### src/rtl/task_sleep_timer_queue_core_macros.svh
// assertion macros for the sleep timer queue core
`ifndef TASK_SLEEP_TIMER_QUEUE_CORE_MACROS_SVH
`define TASK_SLEEP_TIMER_QUEUE_CORE_MACROS_SVH

`ifndef SYNTHESIS

// same-cycle implication, checked out of reset
`define TSQ_ASSERT_IMPL(name, clk, rst_n, ante, cons) \
    name: assert property (@(posedge clk) disable iff (!rst_n) (ante) |-> (cons)) \
        else $error("tsq assertion failed");

// next-cycle implication, checked out of reset
`define TSQ_ASSERT_NEXT(name, clk, rst_n, ante, cons) \
    name: assert property (@(posedge clk) disable iff (!rst_n) (ante) |=> (cons)) \
        else $error("tsq assertion failed");

`else

`define TSQ_ASSERT_IMPL(name, clk, rst_n, ante, cons)
`define TSQ_ASSERT_NEXT(name, clk, rst_n, ante, cons)

`endif

`endif

### src/rtl/tsq_pkg.sv
// shared types and constants for the sleep timer queue
`default_nettype none

package tsq_pkg;

    localparam int TASK_W = 8;
    localparam int TICK_W = 16;

    // tick count that marks a timer as off
    localparam logic [TICK_W-1:0] TIMEROFF16 = 16'hFFFF;

    // request kinds
    localparam logic REQ_TICK  = 1'b0;
    localparam logic REQ_SLEEP = 1'b1;

    // sleep status codes
    localparam logic STATUS_OK   = 1'b0;
    localparam logic STATUS_FULL = 1'b1;

    typedef enum logic [1:0] {
        ST_IDLE,
        ST_SCAN,
        ST_FINISH
    } state_t;

    typedef struct packed {
        logic [TASK_W-1:0] task_id;
        logic [TICK_W-1:0] ticks;
    } entry_t;

    typedef struct packed {
        logic              wake;
        logic [TICK_W-1:0] ticks;
    } eval_t;

endpackage

`default_nettype wire

### src/rtl/tsq_entry_eval.sv
// per-entry countdown unit shared by every step of the tick walk
`default_nettype none

module tsq_entry_eval (
    input  wire logic [tsq_pkg::TICK_W-1:0] ticks,
    output tsq_pkg::eval_t                  res
);
    import tsq_pkg::*;

    logic [TICK_W-1:0] dec;

    // decrement, off value wakes without counting
    assign dec = ticks - TICK_W'(1);

    always_comb
    begin
        if (ticks == TIMEROFF16)
        begin
            res.wake  = 1'b1;
            res.ticks = ticks;
        end
        else
        begin
            res.wake  = (dec == '0);
            res.ticks = dec;
        end
    end

endmodule

`default_nettype wire

### src/rtl/task_sleep_timer_queue_core.sv
// sleep request: status result on the strobe in the cycle after it is accepted.
// tick request: walks the queue one entry per cycle through one entry memory read port and
// one countdown unit; busy through the scan and finish states, each wake report is held
// until the next wake or the finish state, the final one in the first idle cycle.
// a tick on an empty queue does not leave idle and gives no result.
// the receiver cannot stall; every result is shown for exactly one cycle.
// reset empties the queue and clears the sequencer; entry storage is not cleared.
`default_nettype none

module task_sleep_timer_queue_core #(
    parameter int QUEUE_DEPTH = 16
) (
    input  wire logic                        clk,
    input  wire logic                        rst_n,
    input  wire logic                        start,
    output logic                             busy,
    input  wire logic                        req_type,
    input  wire logic [tsq_pkg::TASK_W-1:0]  task_id,
    input  wire logic [tsq_pkg::TICK_W-1:0]  sleep_ticks,
    output logic                             result_strobe,
    output logic                             is_wake,
    output logic [tsq_pkg::TASK_W-1:0]       woken_task,
    output logic                             status,
    output logic                             last
);
    import tsq_pkg::*;

    `include "task_sleep_timer_queue_core_macros.svh"

    localparam int CNT_W = $clog2(QUEUE_DEPTH + 1);
    localparam int IDX_W = (QUEUE_DEPTH > 1) ? $clog2(QUEUE_DEPTH) : 1;
    localparam logic [CNT_W-1:0] DEPTH_CNT = CNT_W'(QUEUE_DEPTH);

    state_t            state_reg, state_next;
    logic [CNT_W-1:0]  count_reg, count_next;
    logic [CNT_W-1:0]  rd_idx_reg, rd_idx_next;
    logic [CNT_W-1:0]  keep_reg, keep_next;
    logic              pend_valid_reg, pend_valid_next;
    logic [TASK_W-1:0] pend_task_reg, pend_task_next;
    logic              out_valid_reg, out_valid_next;
    logic              out_wake_reg, out_wake_next;
    logic [TASK_W-1:0] out_task_reg, out_task_next;
    logic              out_status_reg, out_status_next;
    logic              out_last_reg, out_last_next;

    entry_t            mem [QUEUE_DEPTH];
    entry_t            rd_data_reg;
    logic [IDX_W-1:0]  rd_addr;
    logic              wr_en;
    logic [IDX_W-1:0]  wr_addr;
    entry_t            wr_data;

    logic              accept;
    logic              sleep_full;
    logic [TICK_W-1:0] ticks_adj;
    logic [CNT_W-1:0]  rd_idx_inc;
    logic              last_entry;
    eval_t             ev;

    assign accept     = start && !busy;
    assign sleep_full = (count_reg == DEPTH_CNT);
    assign ticks_adj  = (sleep_ticks == TIMEROFF16) ? (TIMEROFF16 - TICK_W'(1))
                                                    : sleep_ticks;
    assign rd_idx_inc = rd_idx_reg + CNT_W'(1);
    assign last_entry = (rd_idx_inc == count_reg);

    // shared countdown unit
    tsq_entry_eval u_eval (
        .ticks (rd_data_reg.ticks),
        .res   (ev)
    );

    // entry memory, one write and one registered read per cycle
    always_ff @(posedge clk)
    begin
        if (wr_en)
        begin
            mem[wr_addr] <= wr_data;
        end
        rd_data_reg <= mem[rd_addr];
    end

    // next state
    always_comb
    begin
        state_next = state_reg;
        case (state_reg)
            ST_IDLE:
            begin
                if (accept && (req_type == REQ_TICK) && (count_reg != '0))
                begin
                    state_next = ST_SCAN;
                end
            end
            ST_SCAN:
            begin
                if (last_entry)
                begin
                    state_next = ST_FINISH;
                end
            end
            ST_FINISH:
            begin
                state_next = ST_IDLE;
            end
            default:
            begin
                state_next = ST_IDLE;
            end
        endcase
    end

    // datapath control and result generation
    always_comb
    begin
        count_next      = count_reg;
        rd_idx_next     = rd_idx_reg;
        keep_next       = keep_reg;
        pend_valid_next = pend_valid_reg;
        pend_task_next  = pend_task_reg;
        out_valid_next  = 1'b0;
        out_wake_next   = 1'b0;
        out_task_next   = '0;
        out_status_next = STATUS_OK;
        out_last_next   = 1'b0;
        wr_en           = 1'b0;
        wr_addr         = count_reg[IDX_W-1:0];
        wr_data.task_id = task_id;
        wr_data.ticks   = ticks_adj;
        rd_addr         = '0;
        case (state_reg)
            ST_IDLE:
            begin
                if (accept)
                begin
                    if (req_type == REQ_SLEEP)
                    begin
                        // append at tail unless zero ticks or full
                        if ((sleep_ticks != '0) && !sleep_full)
                        begin
                            wr_en      = 1'b1;
                            count_next = count_reg + CNT_W'(1);
                        end
                        out_valid_next  = 1'b1;
                        out_status_next = ((sleep_ticks != '0) && sleep_full) ? STATUS_FULL
                                                                               : STATUS_OK;
                        out_last_next   = 1'b1;
                    end
                    else
                    begin
                        // start the walk at entry zero
                        rd_idx_next     = '0;
                        keep_next       = '0;
                        pend_valid_next = 1'b0;
                    end
                end
            end
            ST_SCAN:
            begin
                rd_addr     = rd_idx_inc[IDX_W-1:0];
                rd_idx_next = rd_idx_inc;
                if (ev.wake)
                begin
                    // a later wake means the held report is not the last one
                    if (pend_valid_reg)
                    begin
                        out_valid_next = 1'b1;
                        out_wake_next  = 1'b1;
                        out_task_next  = pend_task_reg;
                    end
                    pend_valid_next = 1'b1;
                    pend_task_next  = rd_data_reg.task_id;
                end
                else
                begin
                    // compact surviving entry toward the head
                    wr_en           = 1'b1;
                    wr_addr         = keep_reg[IDX_W-1:0];
                    wr_data.task_id = rd_data_reg.task_id;
                    wr_data.ticks   = ev.ticks;
                    keep_next       = keep_reg + CNT_W'(1);
                end
            end
            ST_FINISH:
            begin
                count_next = keep_reg;
                if (pend_valid_reg)
                begin
                    out_valid_next  = 1'b1;
                    out_wake_next   = 1'b1;
                    out_task_next   = pend_task_reg;
                    out_last_next   = 1'b1;
                    pend_valid_next = 1'b0;
                end
            end
            default:
            begin
                count_next = count_reg;
            end
        endcase
    end

    // control registers
    always_ff @(posedge clk or negedge rst_n)
    begin
        if (!rst_n)
        begin
            state_reg      <= ST_IDLE;
            count_reg      <= '0;
            rd_idx_reg     <= '0;
            keep_reg       <= '0;
            pend_valid_reg <= 1'b0;
            out_valid_reg  <= 1'b0;
        end
        else
        begin
            state_reg      <= state_next;
            count_reg      <= count_next;
            rd_idx_reg     <= rd_idx_next;
            keep_reg       <= keep_next;
            pend_valid_reg <= pend_valid_next;
            out_valid_reg  <= out_valid_next;
        end
    end

    // payload registers
    always_ff @(posedge clk)
    begin
        pend_task_reg  <= pend_task_next;
        out_wake_reg   <= out_wake_next;
        out_task_reg   <= out_task_next;
        out_status_reg <= out_status_next;
        out_last_reg   <= out_last_next;
    end

    assign busy          = (state_reg != ST_IDLE);
    assign result_strobe = out_valid_reg;
    assign is_wake       = out_wake_reg;
    assign woken_task    = out_task_reg;
    assign status        = out_status_reg;
    assign last          = out_last_reg;

    // checks
    `TSQ_ASSERT_IMPL(a_count_bound, clk, rst_n, 1'b1, count_reg <= DEPTH_CNT)
    `TSQ_ASSERT_IMPL(a_keep_behind, clk, rst_n, state_reg == ST_SCAN, keep_reg <= rd_idx_reg)
    `TSQ_ASSERT_NEXT(a_sleep_status, clk, rst_n, accept && (req_type == REQ_SLEEP),
                     result_strobe && !is_wake && last)
    `TSQ_ASSERT_NEXT(a_finish_idle, clk, rst_n, state_reg == ST_FINISH,
                     state_reg == ST_IDLE && !pend_valid_reg)

endmodule

`default_nettype wire

### config.mk
export PLATFORM = sky130hd
export DESIGN_NAME = task_sleep_timer_queue_core
export DESIGN_NICKNAME = d
export VERILOG_FILES = /design/src/rtl/tsq_pkg.sv /design/src/rtl/tsq_entry_eval.sv /design/src/rtl/task_sleep_timer_queue_core.sv
export VERILOG_INCLUDE_DIRS = /design/src /design/src/rtl
export SDC_FILE = /design/constraint.sdc
export NUM_CORES = 1
export LEC_CHECK = 0
export ABC_CLOCK_PERIOD_IN_PS = 6700
export CAP_MARGIN = 20
export CORE_ASPECT_RATIO = 0.6
export CORE_MARGIN = 2
export CORE_UTILIZATION = 50
export DETAILED_ROUTE_END_ITERATION = 8
export DONT_BUFFER_PORTS = 1
export GPL_ROUTABILITY_DRIVEN = 1
export PLACE_DENSITY = 0.77
export SKIP_LAST_GASP = 1
export SLEW_MARGIN = 20
export SYNTH_ARGS = -nofsm -noshare
export SYNTH_HDL_FRONTEND = slang
export SYNTH_SLANG_ARGS = --single-unit
### constraint.sdc
create_clock -name clk -period 6.7 [get_ports clk]
set_input_delay 1.34 -clock clk [delete_from_list [all_inputs] [get_ports clk]]
set_output_delay 1.34 -clock clk [all_outputs]
set_load 0.02 [all_outputs]
; ---- After elaboration in Yosys (flattened, before gate mapping)
; Memory sizes are Yosys's and may differ from the RTL's. A register that Yosys moved wholly into a read port is not among the register bits.
; Index checks and enable logic that the tools add are counted.
[totals]
register_bits = 38
mem_bits_rw = 384
input_bits = 28
out_inout_bits = 13
word_cells = 94
memories = 1
[memory_table]
columns = name, words, word_bits, read_ports, rd_clocked_by_memory_dff, wr, line_no
row1 = mem, 16, 24, 1, 1, 1, task_sleep_timer_queue_core.sv:46  ; entry_t mem [QUEUE_DEPTH];
[op_classes]
n_addsub = 4
n_eq_ne = 14
mux = 41
n_bitwise = 1
n_reduce_logical = 22
[ops]
columns = op, n
row1 = 24-bit 2-to-1 mux, 2
row2 = "16-bit equality test, second input constant", 2
row3 = 5-bit 2-to-1 mux, 6
row4 = 5-bit case mux with 2 select lines, 3
row5 = 17-bit 2-to-1 mux, 1
row6 = 16-bit zero test, 1
row7 = 16-bit 2-to-1 mux, 1
row8 = 8-bit 2-to-1 mux, 2
row9 = "2-bit != test, second input constant", 8
row10 = 8-bit case mux with 2 select lines, 1
row11 = 16-bit nonzero test, 1
row12 = "16-bit by 1-bit subtractor with 16-bit output, second input constant", 1
row13 = "5-bit by 1-bit adder with 5-bit output, second input constant", 3
row14 = 1-bit 2-to-1 mux, 14
row15 = 4-bit 2-to-1 mux, 3
row16 = 4-bit AND reduction, 3
row17 = 1-bit case mux with 2 select lines, 3
row18 = 1-bit case mux with 3 select lines, 2
row19 = 3-bit AND reduction, 2
row20 = 2-bit nonzero test, 3
row21 = 5-bit equality test, 1
row22 = "5-bit equality test, second input constant", 1
row23 = 1-bit logical AND, 5
row24 = 5-bit nonzero test, 1
row25 = 9 further kinds, 12

; ---- Logic depth before layout (Yosys ltp)
[depth]
ltp_word = 9
ltp_mapped = 10
mapped_depth_nobuf = 8

; ---- Cells and area by module
; A second synthesis with hierarchy kept.
[hier_totals]
cells_unflattened = 1177
hier_area_um2 = 17937.2
[by_module_without_submodules]
columns = module, n_inst, cells_each, area_per_inst_um2, seq_area_each_um2
row1 = task_sleep_timer_queue_core, 1, 1112, 17471.8, 12947.4
row2 = tsq_entry_eval, 1, 65, 465.4, 0.0

; ---- Worst setup path before layout
; Ideal clock, no wire load.
[synth_path]
path_kind = input to register
from = input start
to = memory mem[0][0] (netlist bit), enable pin
setup_time_ns = 0.473
t_arrival_ns = 4.754
required_ns = 6.227
setup_slack_ns = 1.473
cell_stages = 5
n_path_buf = 0
cell_sequence = and3_1 -> nand2_1 -> a2111oi_0 -> inv_1 -> o41ai_1
[synth_between]
elab_chain_cells = 5
[synth_lines]
columns = element, line_no
row1 = "start, declared", task_sleep_timer_queue_core.sv:15  ; input wire logic start,
row2 = 1-bit logical AND, task_sleep_timer_queue_core.sv:60  ; assign accept = start && !busy;
row3 = 1-bit 2-to-1 mux, task_sleep_timer_queue_core.sv:134  ; if (accept)
row4 = 1-bit case mux with 2 select lines, task_sleep_timer_queue_core.sv:131  ; case (state_reg)
row5 = 1-bit 2-to-1 mux, task_sleep_timer_queue_core.sv:76  ; if (wr_en)
row6 = 1-bit 2-to-1 mux (implied by the code), task_sleep_timer_queue_core.sv:78  ; mem[wr_addr] <= wr_data;
row7 = "end, declared", task_sleep_timer_queue_core.sv:46
; No other way between the ends.

; ---- Final worst setup path
[layout_path]
from = register rd_idx_reg[0]
to = register rd_data_reg[9] (netlist name)
[layout_between]
elab_chain_cells = 2
[layout_lines]
columns = element, line_no
row1 = "start, declared", task_sleep_timer_queue_core.sv:36  ; logic [CNT_W-1:0] rd_idx_reg, rd_idx_next;
row2 = "start signal, assigned", task_sleep_timer_queue_core.sv:219  ; rd_idx_reg <= rd_idx_next;
row3 = 5-bit by 1-bit adder with 5-bit output, task_sleep_timer_queue_core.sv:64  ; assign rd_idx_inc = rd_idx_reg + CNT_W'(1);
row4 = 4-bit 2-to-1 mux, task_sleep_timer_queue_core.sv:131
; No other way between the ends.
; A chain may end at the register's enable or synchronous reset.

==> flow_summary.yaml <==
worst_setup_path:
  cp_num_buf_inv: 1
  startpoint_type: "flip-flop"
  critPathMaxStageDelay_ns: 1.10
  endpoint_kind: "flip-flop"
  path_class: "flip-flop to flip-flop"
  cp.arrival_ns: 4.36
  crit_chain: "ha_2, and2_1, buf_4, o211ai_1, o221ai_1, o211ai_1, o21ai_0"
  worstPathRequired_ns: 7.10
  cp_slowest_cell: "ha_2"
  cpMostUsedCell: "o211ai_1"
  crit_family: "adder cells"
  reg2reg_setup_slack_ns: 2.73
  crit_path_max_fanout: 58
routing:
  routedWlPerCell_um: 26.3
  viasPerCell: 6.57
  dr.pass1.iters: 5
  via_count: 11200
  wirelength_mm: 44.7
  drt_iter0_markers: 1562
  ant_nets: 0
  drc: 0
finish:
  final_cell_mix: "392 x edfxtp_1, 80 x nand2_1, 47 x o21ai_0, 47 x o221ai_1"
  largest_reg_flops: 384
  syn2layout_area_growth_pct: 11.6
  fillers: 2698
  nets: 1232
  drive_gt1_share_pct: 14.5
  final_common_cell: "edfxtp_1"
power:
  ir_worst_vdd_v: 0.000228
  powerDensity_nw_per_um2: 489
  p_leak_nw: 6.38
timing:
  final_max_slew_viol_count: 0
  hold_viol_final: 0
  clock_skew_ns: 0.0126
  rsz0062_at_grt: "false"
  fin_ws_ns: 2.73
  max_freq_ghz: 0.252
  setup_tns_ns: 0
  tightest_slew_ns: 1.15
  slew_headroom_pct: 23.1
  timing.final.crit_share_pct: 59.2
  min_period_ns: 3.97
  setup-violations-final: 0
synthesis:
  synth_async_sr_flop_share_pct: 4.26
  ys.flop_type: "edfxtp_1"
  synth_edf_count: 392
  netlist_instances: 1208
  synth.avg_cell_area_sq_um: 15.1
  ys_ff_latch: 446
  ys_warn_count: 0
  synth_seq_area_share_pct: 71.0
  syn_area_sq_um: 18200
  yosys.cell_types.count: 63
  syn_nets: 1247
clocking:
  cts.sinks: 446
  cts_buffers: 39
  cts_max_level: 2
  path_clk_slew_ns: 0.07
  cts-resized-gates: 0
  clock_path_buffers: 3
  postCtsSetupBuffers: 0
  cts_root_buf: "clkbuf_16"
  insertion_delay_ns: 0.55
  cts_tree: "yes"
  cts_hold_buf: 0
global_route:
  grt_pass1_vias: 10500
  grt_max_degree: 68
  antenna_found_initial: 3
  grt_pass1_wl_mm: 66.9
  track_usage_pct: 23.5
  gr-total-overflow: 0
placed_design:
  gp_congestion: 0.906
  io_buffer_count: 0
  hpwlAfterDp_mm: 25.5
  dp_slack_ns: 2.57
floorplan:
  die_x_um: 251
  coreArea_sq_um: 36100
  die_h_um: 152
  row_count: 54
  initial_core_util_pct: 50.4
  io_pins: 41
  die-area_sq_um: 38100
flow_run:
  drv_cap: 0
min_path:
  min_path_type: "flip-flop to flip-flop"
run_status:
  status: "finished, final reports clean"
[final timing paths]
check | startpoint | to | cells past startpoint
worst max-delay path | rd_idx_reg[0] | rd_data_reg[9] | 7
worst min-delay path | rd_data_reg[20] | pend_task_reg[4] | 0
worst max register to register | rd_idx_reg[0] | rd_data_reg[9] | 7
worst min register to register | rd_data_reg[20] | pend_task_reg[4] | 0
max in group asynchronous | rst_n | rd_idx_reg[0] | 0
min in group asynchronous | rst_n | rd_idx_reg[1] | 0
[routing by layer]
metal  GRT usage (%)  wire (um)  vias up
met2            32.7      18700      707
met4            5.16        921        2
met5               0         33        -
li1                -          -     4789
met3            5.76       5740       73
met1            37.2      19300     5610
[layout make-up]
cell class | count | area (sq um) | area share, %
diodes | 2 | 5.00 | 0.0246
clock buffers | 54 | 1130 | 5.58
clock inverters | 17 | 209 | 1.03
inverters | 13 | 48.8 | 0.240
multi-input cells | 662 | 5100 | 25.1
flip-flops and latches | 446 | 13000 | 63.7
well taps | 476 | 596 | 2.93
repair buffers | 31 | 293 | 1.44
[where the power goes]
part	total (mW)	switching (mW)	internal [mW]	leakage [nW]
sequential	4.24	0.339	3.90	4.06
clock	2.36	0.979	1.38	0.663
combinational	3.34	2.25	1.09	1.65
[worst register-to-register path, cell delays in order, from the launching register on]
cell	delay (ns)
dfrtp_4	0.88
ha_2	1.11
and2_1	0.64
buf_4	0.50
o211ai_1	0.19
o221ai_1	0.13
o211ai_1	0.13
o21ai_0	0.24
[synth_stat cells (all sizes together) (3+ instances only)]
| library cell | count | area, sq um |
|---|---|---|
| edfxtp | 392 | 11800 |
| nand2 | 81 | 304 |
| clkbuf | 63 | 236 |
| o21ai | 62 | 310 |
| mux2i | 47 | 470 |
| o221ai | 47 | 412 |
| a21oi | 46 | 234 |
| o211ai | 44 | 330 |
| nor2 | 40 | 153 |
| dfxtp | 35 | 701 |
| a31oi | 31 | 194 |
| mux4 | 30 | 676 |
| nor2b | 30 | 188 |
| a211oi | 25 | 188 |
| buf | 24 | 126 |
| nand3 | 23 | 115 |
| o22ai | 20 | 125 |
| dfrtp | 19 | 475 |
| nand4 | 19 | 119 |
| xnor2 | 14 | 130 |
| inv | 13 | 48.8 |
| nor4 | 12 | 103 |
| ha | 11 | 138 |
| nor3b | 11 | 93.8 |
| mux2 | 9 | 101 |
| xor2 | 8 | 70.1 |
| nor3 | 7 | 35.0 |
| o41ai | 7 | 61.3 |
| nand2b | 6 | 37.5 |
| a22oi | 3 | 22.5 |
| or3 | 3 | 18.8 |
[per-stage QoR]
stage | total power [mW] | utilization, % | cell area [sq um] | cells | hold WS, ns
finish | 9.94 | 56.3 | 20300 | 1701 | 0.428
global route | 10.4 | 56.3 | 20300 | 1699 | 0.437
CTS | 9.83 | 55.8 | 20200 | 1694 | 0.431
detailed placement | 7.48 | 52.1 | 18800 | 1623 | 0.412
global placement | 7.37 | 52.1 | 18800 | 1623 | 0.409
floorplan | 6.42 | - | 18200 | 1208 | 0.403
[cell families after synthesis]
| kind of cell | after synthesis | synth area share (%) |
|---|---|---|
| flip-flops | 446 | 71.0 |
| AO/OA/AOI/OAI | 302 | 11.3 |
| AND/OR/NAND/NOR | 241 | 6.76 |
| buffers and inverters | 100 | 2.26 |
| multiplexers | 86 | 6.84 |
| XOR/XNOR | 22 | 1.10 |
| adder cells (fa/ha/maj) | 11 | 0.755 |
Note: power is estimated with default switching activity, not from simulation.
